==> config.mk <==
export PLATFORM = sky130hd
export DESIGN_NAME = xa_adpcm_sample_decoder_top
export DESIGN_NICKNAME = d
export VERILOG_FILES = /design/src/rtl/xad_pkg.sv /design/src/rtl/xa_adpcm_sample_decoder_top.sv /design/src/rtl/xad_front.sv /design/src/rtl/xad_queue.sv /design/src/rtl/xad_back.sv
export SDC_FILE = /design/constraint.sdc
export NUM_CORES = 1
export LEC_CHECK = 0
export BUFFER_PORTS_ARGS = -buffer_cell sky130_fd_sc_hd__clkbuf_2
export CORE_ASPECT_RATIO = 0.5
export CORE_MARGIN = 10
export CORE_UTILIZATION = 55
export DETAILED_ROUTE_END_ITERATION = 16
export PLACE_DENSITY = 0.72
export SLEW_MARGIN = 40
export SYNTH_ARGS = -nofsm -noshare
export SYNTH_HDL_FRONTEND = slang
export SYNTH_SLANG_ARGS = --single-unit
==> constraint.sdc <==
create_clock -name clk -period 11.4 [get_ports clk]
set_input_delay 0.57 -clock clk [delete_from_list [all_inputs] [get_ports clk]]
set_output_delay 0.57 -clock clk [all_outputs]
set_load 0.05 [all_outputs]
==> src/rtl/xad_pkg.sv <==
// Package for the XA ADPCM sample decoder: shared widths, the decoded
// operation types passed from the front end to the back end, and the filter tables.
// No dependencies.
package xad_pkg;

	localparam int SampleW    = 16;
	localparam int QueueDepth = 2;

	// One channel's work, as classified by the front end.
	typedef struct packed {
		logic [1:0]         filter;
		logic [SampleW-1:0] base;
	} chan_op_t;

	// One queued item: the work for both channels.
	typedef struct packed {
		chan_op_t lch;
		chan_op_t rch;
	} item_t;

	// Positive prediction weight for the most recent sample.
	function automatic logic signed [7:0] pos_coef(input logic [1:0] filter);
		logic signed [7:0] c;
		case (filter)
			2'd0:    c = 8'sd0;
			2'd1:    c = 8'sd60;
			2'd2:    c = 8'sd115;
			2'd3:    c = 8'sd98;
			default: c = 8'sd0;
		endcase
		return c;
	endfunction

	// Negative prediction weight for the older sample.
	function automatic logic signed [7:0] neg_coef(input logic [1:0] filter);
		logic signed [7:0] c;
		case (filter)
			2'd0:    c = 8'sd0;
			2'd1:    c = 8'sd0;
			2'd2:    c = -8'sd52;
			2'd3:    c = -8'sd55;
			default: c = 8'sd0;
		endcase
		return c;
	endfunction

endpackage

==> src/rtl/xa_adpcm_sample_decoder_top.sv <==
// XA ADPCM 4-bit sample decoder, top level.
// A pushed transaction enters the queue, then the result register once that is free or popped.
// Throughput: one transaction per cycle when results are popped; each take updates the history.
// Reset (arst_n low) clears the mode to mono, both channel histories, the queue and result valid.
// Depends on xad_pkg, xad_front, xad_queue and xad_back.
module xa_adpcm_sample_decoder_top import xad_pkg::*; #(
	parameter int QUEUE_DEPTH = QueueDepth
) (
	input  logic               clk,
	input  logic               arst_n,
	input  logic               cfg_we,
	input  logic               cfg_wdata,
	input  logic               push,
	output logic               full,
	input  logic [7:0]         data_byte,
	input  logic [7:0]         header_first,
	input  logic [7:0]         header_second,
	input  logic               nibble_select,
	output logic               empty,
	input  logic               pop,
	output logic signed [15:0] left_sample,
	output logic signed [15:0] right_sample
);

	item_t front_item, queue_item;
	logic  queue_empty, queue_take;
	logic  [SampleW-1:0] left_raw, right_raw;

	// Front end: mode register and classification.
	xad_front u_front (
		.clk           (clk),
		.arst_n        (arst_n),
		.cfg_we        (cfg_we),
		.cfg_wdata     (cfg_wdata),
		.data_byte     (data_byte),
		.header_first  (header_first),
		.header_second (header_second),
		.nibble_select (nibble_select),
		.item          (front_item)
	);

	// Queue between front and back ends.
	xad_queue #(
		.DEPTH (QUEUE_DEPTH)
	) u_queue (
		.clk     (clk),
		.arst_n  (arst_n),
		.wr_en   (push),
		.wr_item (front_item),
		.full    (full),
		.rd_en   (queue_take),
		.rd_item (queue_item),
		.empty   (queue_empty)
	);

	// Back end: filter, saturation and result register.
	xad_back u_back (
		.clk          (clk),
		.arst_n       (arst_n),
		.item         (queue_item),
		.item_valid   (!queue_empty),
		.item_take    (queue_take),
		.empty        (empty),
		.pop          (pop),
		.left_sample  (left_raw),
		.right_sample (right_raw)
	);

	assign left_sample  = $signed(left_raw);
	assign right_sample = $signed(right_raw);

endmodule

==> src/rtl/xad_front.sv <==
// Front end of the XA ADPCM decoder: holds the mode register, picks the
// nibble and header for each channel and applies the header shift.
// Depends on xad_pkg.
module xad_front import xad_pkg::*; (
	input  logic       clk,
	input  logic       arst_n,
	input  logic       cfg_we,
	input  logic       cfg_wdata,
	input  logic [7:0] data_byte,
	input  logic [7:0] header_first,
	input  logic [7:0] header_second,
	input  logic       nibble_select,
	output item_t      item
);

	logic       stereo_mode_q;
	logic [3:0] nib_l, nib_r;
	logic [7:0] hdr_l, hdr_r;

	// Mode register: user writes only while decoder is idle; not enforced.
	always_ff @(posedge clk or negedge arst_n) begin
		if (!arst_n) begin
			stereo_mode_q <= 1'b0;
		end else if (cfg_we) begin
			stereo_mode_q <= cfg_wdata;
		end
	end

	// Route nibbles and headers to the two channels.
	always_comb begin
		if (stereo_mode_q) begin
			nib_l = data_byte[3:0];
			nib_r = data_byte[7:4];
			hdr_l = header_first;
			hdr_r = header_second;
		end else begin
			nib_l = nibble_select ? data_byte[7:4] : data_byte[3:0];
			nib_r = nib_l;
			hdr_l = header_first;
			hdr_r = header_first;
		end
	end

	// Place each nibble in the top bits and shift it down arithmetically.
	always_comb begin
		item.lch.filter = hdr_l[5:4];
		item.rch.filter = hdr_r[5:4];
		item.lch.base   = $unsigned($signed({nib_l, 12'b0}) >>> hdr_l[3:0]);
		item.rch.base   = $unsigned($signed({nib_r, 12'b0}) >>> hdr_r[3:0]);
	end

endmodule

==> src/rtl/xad_queue.sv <==
// Short queue between the front and back ends of the XA ADPCM decoder.
// Depends on xad_pkg.
module xad_queue import xad_pkg::*; #(
	parameter int DEPTH = QueueDepth
) (
	input  logic  clk,
	input  logic  arst_n,
	input  logic  wr_en,
	input  item_t wr_item,
	output logic  full,
	input  logic  rd_en,
	output item_t rd_item,
	output logic  empty
);

	localparam int PtrW = (DEPTH > 1) ? $clog2(DEPTH) : 1;
	localparam int CntW = $clog2(DEPTH + 1);

	item_t             mem_q [DEPTH];
	logic [PtrW-1:0]   wr_ptr_q, rd_ptr_q;
	logic [CntW-1:0]   count_q;
	logic              do_wr, do_rd;

	assign full    = (count_q == CntW'(DEPTH));
	assign empty   = (count_q == '0);
	assign do_wr   = wr_en && !full;
	assign do_rd   = rd_en && !empty;
	assign rd_item = mem_q[rd_ptr_q];

	// Storage; entries need no reset.
	always_ff @(posedge clk) begin
		if (do_wr) begin
			mem_q[wr_ptr_q] <= wr_item;
		end
	end

	// Pointers and fill count.
	always_ff @(posedge clk or negedge arst_n) begin
		if (!arst_n) begin
			wr_ptr_q <= '0;
			rd_ptr_q <= '0;
			count_q  <= '0;
		end else begin
			if (do_wr) begin
				wr_ptr_q <= (wr_ptr_q == PtrW'(DEPTH - 1)) ? '0 : wr_ptr_q + 1'b1;
			end
			if (do_rd) begin
				rd_ptr_q <= (rd_ptr_q == PtrW'(DEPTH - 1)) ? '0 : rd_ptr_q + 1'b1;
			end
			if (do_wr && !do_rd) begin
				count_q <= count_q + 1'b1;
			end else if (do_rd && !do_wr) begin
				count_q <= count_q - 1'b1;
			end
		end
	end

endmodule

==> src/rtl/xad_back.sv <==
// Back end of the XA ADPCM decoder: applies the prediction filter against
// each channel's history, saturates, and holds the result register.
// Depends on xad_pkg.
module xad_back import xad_pkg::*; (
	input  logic                clk,
	input  logic                arst_n,
	input  item_t               item,
	input  logic                item_valid,
	output logic                item_take,
	output logic                empty,
	input  logic                pop,
	output logic [SampleW-1:0]  left_sample,
	output logic [SampleW-1:0]  right_sample
);

	logic signed [SampleW-1:0] recent_q [2];
	logic signed [SampleW-1:0] older_q  [2];
	logic        [SampleW-1:0] result_q [2];
	logic                      out_valid_q;
	chan_op_t                  ops      [2];
	logic signed [SampleW-1:0] sample   [2];

	assign ops[0]    = item.lch;
	assign ops[1]    = item.rch;
	assign item_take = item_valid && (!out_valid_q || pop);

	// Prediction, add and saturation for both channels.
	always_comb begin
		for (int c = 0; c < 2; c++) begin
			logic signed [23:0] prod_pos, prod_neg;
			logic signed [24:0] pred;
			logic signed [24:0] pred_sh;
			logic signed [19:0] sum;
			prod_pos = 24'(pos_coef(ops[c].filter)) * 24'(recent_q[c]);
			prod_neg = 24'(neg_coef(ops[c].filter)) * 24'(older_q[c]);
			pred     = 25'(prod_pos) + 25'(prod_neg);
			pred_sh  = pred >>> 6;
			sum      = 20'($signed(ops[c].base)) + 20'(pred_sh);
			if (sum > 20'sd32767) begin
				sample[c] = 16'sh7fff;
			end else if (sum < -20'sd32768) begin
				sample[c] = 16'sh8000;
			end else begin
				sample[c] = sum[15:0];
			end
		end
	end

	// Channel history advances with every transaction taken from the queue.
	always_ff @(posedge clk or negedge arst_n) begin
		if (!arst_n) begin
			for (int c = 0; c < 2; c++) begin
				recent_q[c] <= '0;
				older_q[c]  <= '0;
			end
		end else if (item_take) begin
			for (int c = 0; c < 2; c++) begin
				older_q[c]  <= recent_q[c];
				recent_q[c] <= sample[c];
			end
		end
	end

	// Result register valid flag.
	always_ff @(posedge clk or negedge arst_n) begin
		if (!arst_n) begin
			out_valid_q <= 1'b0;
		end else if (item_take) begin
			out_valid_q <= 1'b1;
		end else if (pop) begin
			out_valid_q <= 1'b0;
		end
	end

	// Result payload.
	always_ff @(posedge clk) begin
		if (item_take) begin
			result_q[0] <= sample[0];
			result_q[1] <= sample[1];
		end
	end

	assign empty        = !out_valid_q;
	assign left_sample  = result_q[0];
	assign right_sample = result_q[1];

endmodule

### Word-level counts from Yosys, hierarchy flattened

Memories as Yosys holds them, arrays and structs flattened.
Index checks and enable logic that the tools add are counted.

* add/subtract/negate cells: 8
* div/mod/pow operators: 0
* multiplexer cells: 22
* shifts and indexed selects: 2
* reduce and logical (&&, ||, !) cells: 18
* $lt $le $gt $ge: 4
* multipliers: 4
* equal/unequal tests: 7
* bitwise gates (word level): 0

Operators by type and width (number)
* $mul A8 B16 Y24: 4
* $mux W16: 4
* $pmux W8 S4: 2
* $add A24 B24 Y25: 2
* $pmux W8 S3: 2
* $add A16 B19 Y20: 2
* $gt A20 B16 Y1 const B: 2
* $lt A20 B16 Y1 const B: 2
* $sshr A16 B4 Y16: 2
* $mux W4: 3
* $eq A2 B2 Y1 const B: 5
* $mux W1: 8
* $logic_not A2 Y1: 3
* $mux W6: 1
* $logic_and A1 B1 Y1: 5
* $logic_not A1 Y1: 5
* $eq A2 B1 Y1 const B: 2
* $mux W2: 2
* $reduce_bool A2 Y1: 2
* $reduce_or A2 Y1: 2
* $add A1 B1 Y1 const B: 2
* $add A2 B1 Y2 const B: 1
* $sub A2 B1 Y2 const B: 1
* $logic_or A1 B1 Y1: 1

* output and inout port bits: 34
* bits in read-only memories: 0
* register bits: 70
* logic and storage cells: 76
* memories kept: 2
* bits in latches: 0
* memory bits (writable): 104
* bits of input ports: 31

Memories
* u_queue.mem_q: depth 2, bits a word 36, rd ports 1, clocked after Yosys merged registers in 0, write ports 1, line xad_queue.sv:19 `item_t mem_q [DEPTH];`
* u_back.result_q: depth 2, bits a word 16, rd ports 2, clocked after Yosys merged registers in 0, write ports 2, line xad_back.sv:18 `logic [SampleW-1:0] result_q [2];`

### Depth between registers and ports, before layout

Gate-level depths: netlist of run 1.
An unclocked memory read counts as a cell.

* depth after elaboration: 10
* depth in mapped cells: 37
* depth with buffers taken out: 33

### Modules after synthesis

A second synthesis of run 1 with hierarchy kept.

* cells, all modules: 2421
* area, all modules: 24353.4 sq um

By module, submodules not included
* xad_back: seq. area each 2587.5 sq um, cells an instance 2145, instances 1, area an instance 20349.5 sq um
* xad_queue: seq. area each 2262.2 sq um, cells an instance 131, instances 1, area an instance 2944.1 sq um
* xad_front: seq. area each 25.0 sq um, cells an instance 144, instances 1, area an instance 1056.0 sq um
* xa_adpcm_sample_decoder_top: seq. area each 0.0 sq um, cells an instance 1, instances 1, area an instance 3.8 sq um

### Worst setup path before layout of run 1

OpenSTA, ideal clock, no wires.

* path type: flip-flop to flip-flop
* start point: register u_queue.rd_ptr_q
* end point: memory u_back.result_q[0][10], data pin
* cell stages (with the launch flop): 33
* path buffers: 4
* data required time: 11.136 ns
* setup time: 0.264 ns
* clock period less this slack: 9.652 ns
* path slack: 1.748 ns
* data arrival time: 9.387 ns
* cell sequence: dfrtp_1 > clkbuf_1 > mux2i_1 > clkbuf_1 > ha_1 > clkbuf_1 > nand2_1 > fa_1 > fa_1 > inv_1 > fa_1 > fa_1 > fa_1 > inv_1 > fa_1 > inv_1 > ha_1 > a21o_1 > a31o_1 > a32o_1 > a221oi_2 > nand3_1 > a31o_2 > xor2_1 > ha_1 > a2111o_1 > a21o_1 > a41oi_2 > or4b_1 > o211ai_2 > a41o_1 > buf_2 > o21ai_0

RTL lines
* start, declared: line xad_queue.sv:20 `logic [PtrW-1:0] wr_ptr_q, rd_ptr_q;`
* start signal, assigned: line xad_queue.sv:48 `rd_ptr_q <= (rd_ptr_q == PtrW'(DEPTH - 1)) ? '0 : rd_ptr_q + 1'b1;`
* end, declared: line xad_back.sv:18

==> impl_metrics.yaml, run 1 <==
outcome:
  status: "completed"
grt:
  grt-ovfl-total: 0
  grt_max_degree: 71
  grt_pass1_vias: 17476
  grt_pass1_wl_um: 89800
  antenna_found_initial: 1
  gr-usage-all-layers_pct: 20.83
sta:
  tightest_slew_ps: 793.6
  hold_slack_ps: 150.6
  maxSlewHeadroom_pct: 47.09
  rsz0062_at_grt: "no"
  slew_viol_final: 0
  period_share_pct: 91.05
  setup_viol: 0
  max_freq_mhz: 96.35
  report.final.hold_viol_count: 0
  period_minus_slack_ps: 10380
  setup_tns_ps: 0
  fin_skew_ps: 16.30
worst_setup_path:
  reg2reg_slack_ps: 1020
  endpoint: "u_back.result_q[0][20]"
  critPathLaunchType: "register"
  worstPathMaxFanout: 19
  reg2reg_to: "u_back.result_q[0][20]"
  worstPathRequired_ps: 11570
  worst_path_largest_cell_delay_ps: 680
  cp_common_cell: "fa_1"
  crit_path_start: "u_queue.rd_ptr_q"
  cp-end-kind: "register"
  crit_type: "reg2reg"
  cp_data_arrival_time_ps: 10550
  worstReg2RegStart: "u_queue.rd_ptr_q"
  crit_path_top_delay_cell: "ha_1"
  ff2ff_path_depth: 31
layout:
  fin_nets: 3126
  n_fill_cell: 3670
  final_cell_mix: "inv_1 (505), fa_1 (358), ha_1 (260)"
  drive_above_1_share_pct: 7.393
  regArea_mm2: 0.004875
  final_common_cell: "inv_1"
  final_cells: 3078
  multi_input_area_mm2: 0.01720
  syn2layout_area_growth_pct: 6.562
yosys:
  synth_warnings: 0
  ys_seq_elements: 174
  synth_top_flop_cell: "edfxtp_1"
  ys_async_sr_fraction_pct: 40.23
  synth_nets: 3091
  netlist_instances: 2441
  synth_edf_count: 104
  avgSynthCellArea_um2: 9.913
  yosysUniqueCellTypes: 85
  ys_seq_area_share_pct: 20.15
  synth_area_mm2: 0.02420
cts:
  ctsHoldBuffers: 0
  cts_tree: "built"
  cts_sinks: 174
  cts_resized: 0
  cts-htree-levels: 4
  clk_pin_slew_worst_paths_ps: 80
  cts_max_path_buffers: 2
  cts_root_buf: "clkbuf_16"
  post-cts-setup-buffers: 0
  clk_latency_ps: 460
  cts_buffers: 17
placement:
  gp_congestion: 0.9034
  port_buffers: 60
  dp_cells: 3045
  dp_hpwl_um: 43680
route:
  drt-vias-per-instance: 5.387
  vias: 16581
  antenna_left: 0
  wirelength_um: 53130
  drc: 0
  first_iter_violations: 998
  dr.pass1.iters: 5
  wl_per_cell_um: 17.26
die:
  dieHeight_um: 168.3
  die_w_um: 316.6
  rows: 54
  start_util_pct: 55.61
  coreArea_mm2: 0.04351
  pin_count: 65
  dieArea_mm2: 0.05329
run:
  maxCapViolCount: 0
hold_path:
  hold_class: "in2async"
[flip-flops by register name, summed over array words and instances, names as in the netlist]
name                   cells
u_queue.mem_q             72
u_back.older_q            32
u_back.recent_q           32
u_back.result_q           32
u_queue.count_q            2
u_back.out_valid_q         1
u_front.stereo_mode_q      1
u_queue.rd_ptr_q           1
u_queue.wr_ptr_q           1
[how the worst min path moves through the flow]
stage	from	depth (start not counted)	slack [ps]	end
floorplan	arst_n	0	270	u_back.older_q[0]
CTS	arst_n	1	150	u_back.older_q[6]
finish	arst_n	1	150	u_back.older_q[0]
global placement	u_queue.wr_ptr_q	1	530	u_queue.wr_ptr_q
detailed placement	u_back.older_q[30]	2	550	u_back.older_q[30]
global route	arst_n	1	190	u_back.older_q[0]
[kinds of logic (layout without fill, tap and decap cells)]
family | count (synthesis) | in the layout | share of synthesized area [%]
fa+ha+maj | 619 | 619 | 43.11
xor+xnor | 95 | 95 | 3.439
mux | 60 | 60 | 2.792
buf+inv | 564 | 612 | 8.930
compound gates | 297 | 297 | 8.274
flops | 174 | 174 | 20.15
other cells | 0 | 1 | 0
simple gates | 632 | 632 | 13.30
[stage by stage]
stage / cell area, um^2 / worst slack, ps / utilization, %
CTS: 25780 / 1019 / 59.25
global route: 25780 / 324.3 / 59.25
detailed placement: 25160 / 1077 / 57.81
floorplan: 24200 / 1748 / -
global placement: 25090 / 1239 / 57.65
finish: 25780 / 1021 / 59.26
[area by class of cell]
| cell class | instances | share of cell area, % |
|---|---|---|
| timing repair buffer | 72 | 1.694 |
| clock inverter | 15 | 0.7715 |
| antenna | 1 | 0.009705 |
| inverter | 508 | 7.415 |
| tap | 588 | 2.853 |
| sequential | 174 | 18.91 |
| multi-input combinational | 1703 | 66.70 |
| clock buffer | 17 | 1.650 |
[worst max-delay path: cells and delay by family, from the launching register on]
kind | cells | cell delay, ps
AO/OA/AOI/OAI | 11 | 2640
XOR/XNOR | 1 | 170
adder cells (fa/ha/maj) | 9 | 4460
buffers and inverters | 4 | 750
flip-flops | 1 | 400
multiplexers | 1 | 360
AND/OR/NAND/NOR | 5 | 1260
[Yosys cell counts, types with 3 or more instances]
library cell | number | area, um^2
inv_1 | 505 | 1896
fa_1 | 358 | 7167
ha_1 | 261 | 3266
nand2_1 | 202 | 758.2
and2_1 | 198 | 1239
edfxtp_1 | 104 | 3123
nor2_1 | 101 | 379.1
o21ai_0 | 71 | 355.3
dfrtp_1 | 70 | 1752
a21oi_1 | 65 | 325.3
xnor2_1 | 59 | 516.8
clkbuf_1 | 44 | 165.2
nor2b_1 | 42 | 262.8
mux2_2 | 40 | 450.4
xor2_1 | 36 | 315.3
a21o_1 | 21 | 157.7
mux2i_1 | 18 | 180.2
nand2b_1 | 18 | 112.6
a311oi_1 | 14 | 122.6
nor3_1 | 14 | 70.07
o211ai_1 | 14 | 105.1
o21ai_1 | 13 | 65.06
nand3_1 | 12 | 60.06
a211oi_1 | 11 | 82.58
and3_1 | 11 | 68.82
a31oi_1 | 10 | 62.56
o21a_1 | 10 | 75.07
nand4_1 | 8 | 50.05
o22ai_1 | 8 | 50.05
o31ai_1 | 8 | 60.06
buf_6 | 5 | 56.30
buf_1 | 4 | 15.01
o211a_1 | 4 | 40.04
or3_1 | 4 | 25.02
a211o_1 | 3 | 26.28
a21oi_2 | 3 | 26.28
a22o_1 | 3 | 26.28
a31o_2 | 3 | 26.28
nand3b_1 | 3 | 22.52
nor3b_1 | 3 | 22.52
o211ai_2 | 3 | 37.54
o21bai_1 | 3 | 22.52
o31a_1 | 3 | 26.28
[metal layers]
metal,global-route usage [%],vias to the layer above,part of all wire [%]
li1,-,7854,-
met1,27.01,8318,43
met2,36.63,324,51
met3,1.711,85,3.1
met4,6.569,0,2.8
met5,0,-,0
Power of run 1 is left out: the tool's default activity adds up to more than one toggle a clock period on the data nets, which glitch-free logic cannot reach.
==> inputs of run 2 (changes only) <==
Settings changed: BUFFER_PORTS_ARGS -buffer_cell sky130_fd_sc_hd__clkbuf_2 to -buffer_cell sky130_fd_sc_hd__buf_2, CORE_UTILIZATION 55 to 50, PLACE_DENSITY 0.72 to 0.66.
==> impl_metrics.yaml, run 2 (synthesized netlist as in run 1, its figures left out) <==
layout:
  final_common_cell: "inv_1"
  n_fill_cell: 4256
  fin_nets: 3128
  syn2layout_area_growth_pct: 6.676
  drive_above_1_share_pct: 7.427
  regArea_mm2: 0.004875
  multi_input_area_mm2: 0.01720
  top_register: "u_queue.mem_q"
  largest_reg_flops: 72
  final_cell_area_mm2: 0.02581
  final_cell_mix: "inv_1 (505), fa_1 (358), ha_1 (261)"
  n_antenna_cell: 0
cts:
  cts_max_path_buffers: 2
  ctsHoldBuffers: 0
  clk_pin_slew_worst_paths_ps: 80
  cts_root_buf: "clkbuf_16"
  clk_latency_ps: 450
  cts_sinks: 174
  cts_resized: 0
  post-cts-setup-buffers: 0
  cts_tree: "built"
  cts-htree-levels: 4
  cts_buffers: 17
sta:
  period_minus_slack_ps: 10380
  rsz0062_at_grt: "no"
  tightest_slew_ps: 830.7
  fin_skew_ps: 15.76
  maxSlewHeadroom_pct: 44.62
  setup_tns_ps: 0
  slew_viol_final: 0
  period_share_pct: 91.03
  report.final.hold_viol_count: 0
  setup_viol: 0
  max_freq_mhz: 96.36
worst_setup_path:
  cp-end-kind: "register"
  cp_num_buf_inv: 5
  worstPathMaxFanout: 20
  worst_path_largest_cell_delay_ps: 630
  cpLargestDelayFamily: "adder cells"
  worstReg2RegStart: "u_queue.rd_ptr_q"
  crit_type: "reg2reg"
  ff2ff_path_depth: 30
  critPathLaunchType: "register"
  reg2reg_slack_ps: 1020
  cp_data_arrival_time_ps: 10670
  worstPathRequired_ps: 11690
  cp_common_cell: "fa_1"
  reg2reg_to: "u_back.recent_q[17]"
  crit_path_top_delay_cell: "dfrtp_1"
grt:
  top_usage_layer: "met2"
  gr-usage-all-layers_pct: 19.31
  use_met1_pct: 25.11
  grt-ovfl-total: 0
  grt_pass1_wl_um: 90740
  use_met2_pct: 34.29
  use_met3_pct: 2.096
  grt_max_degree: 71
  grt_pass1_vias: 17495
  antenna_found_initial: 0
route:
  dr.pass1.iters: 5
  wirelength_um: 53940
  antenna_left: 0
  drc: 0
  drt-vias-per-instance: 5.250
  vias: 16426
  first_iter_violations: 953
  wl_per_cell_um: 17.24
placement:
  dp_hpwl_um: 44470
  gp_congestion: 0.8915
  place_area_mm2: 0.02520
  port_buffers: 60
die:
  coreArea_mm2: 0.04737
  pin_count: 65
  dieArea_mm2: 0.05813
  rows: 56
  dieHeight_um: 175.6
  start_util_pct: 51.09
  die_w_um: 331.1
outcome:
  status: "completed"
hold_path:
  hold_class: "in2async"
run:
  maxCapViolCount: 0
## run 2: changes by cell type in the layout (fill, tap and decap cells not counted), moves of 2 or more
cell	before	now
buf_16	2	0
buf_2	0	59
buf_4	10	13
clkbuf_2	59	0
clkinv_4	1	3
clkinv_8	5	7
inv_12	3	0
## run 2: worst max-delay path by stage
stage / from / end / slack, ps / cells past startpoint
6_report: u_queue.rd_ptr_q / u_back.recent_q[17] / 1020 / 30
5_1_grt: u_queue.rd_ptr_q / u_back.result_q[0][24] / 480 / 31
4_1_cts: u_queue.rd_ptr_q / u_back.recent_q[17] / 1040 / 30
3_5_place_dp: u_queue.rd_ptr_q / u_back.recent_q[17] / 1090 / 30
3_3_place_gp: u_queue.rd_ptr_q / u_back.recent_q[20] / 1200 / 30
2_1_floorplan: u_queue.rd_ptr_q / u_back.result_q[0][10] / 1750 / 32
## run 2: worst register-to-register path: cells and delay by family (launching register included)
family / cells / cell delay (ps)
buffers and inverters: 5 / 820
multiplexers: 1 / 300
flip-flops: 1 / 630
adder cells (fa/ha/maj): 9 / 4430
AND/OR/NAND/NOR: 3 / 850
XOR/XNOR: 1 / 150
AO/OA/AOI/OAI: 11 / 3020
## run 2: layer usage
layer | vias up | wire (um) | part of all wire [%]
li1 | 7868 | - | -
met1 | 8221 | 23850 | 44
met4 | 0 | 944 | 1.8
met2 | 277 | 27510 | 51
met3 | 60 | 1639 | 3.0
met5 | - | 0 | 0
## run 2: layout make-up
type                       count  area share [%]
clock buffer                  17           1.648
clock inverter                15          0.7319
inverter                     508           7.397
multi-input combinational   1703           66.62
sequential                   174           18.89
tap                          638           3.093
timing repair buffer          74           1.624
## run 2: stage by stage
step                      utilization [%]  instances  worst slack [ps]  hold slack, ps
final                               54.50       3129              1022           151.9
after floorplan                         -       2441              1748           274.4
after CTS                           54.50       3129              1038           165.2
after global placement              53.14       3096              1203           529.3
after global routing                54.50       3129             481.0           195.9
after detailed placement            53.20       3097              1086           543.9
Power of run 2 is left out for the same reason.
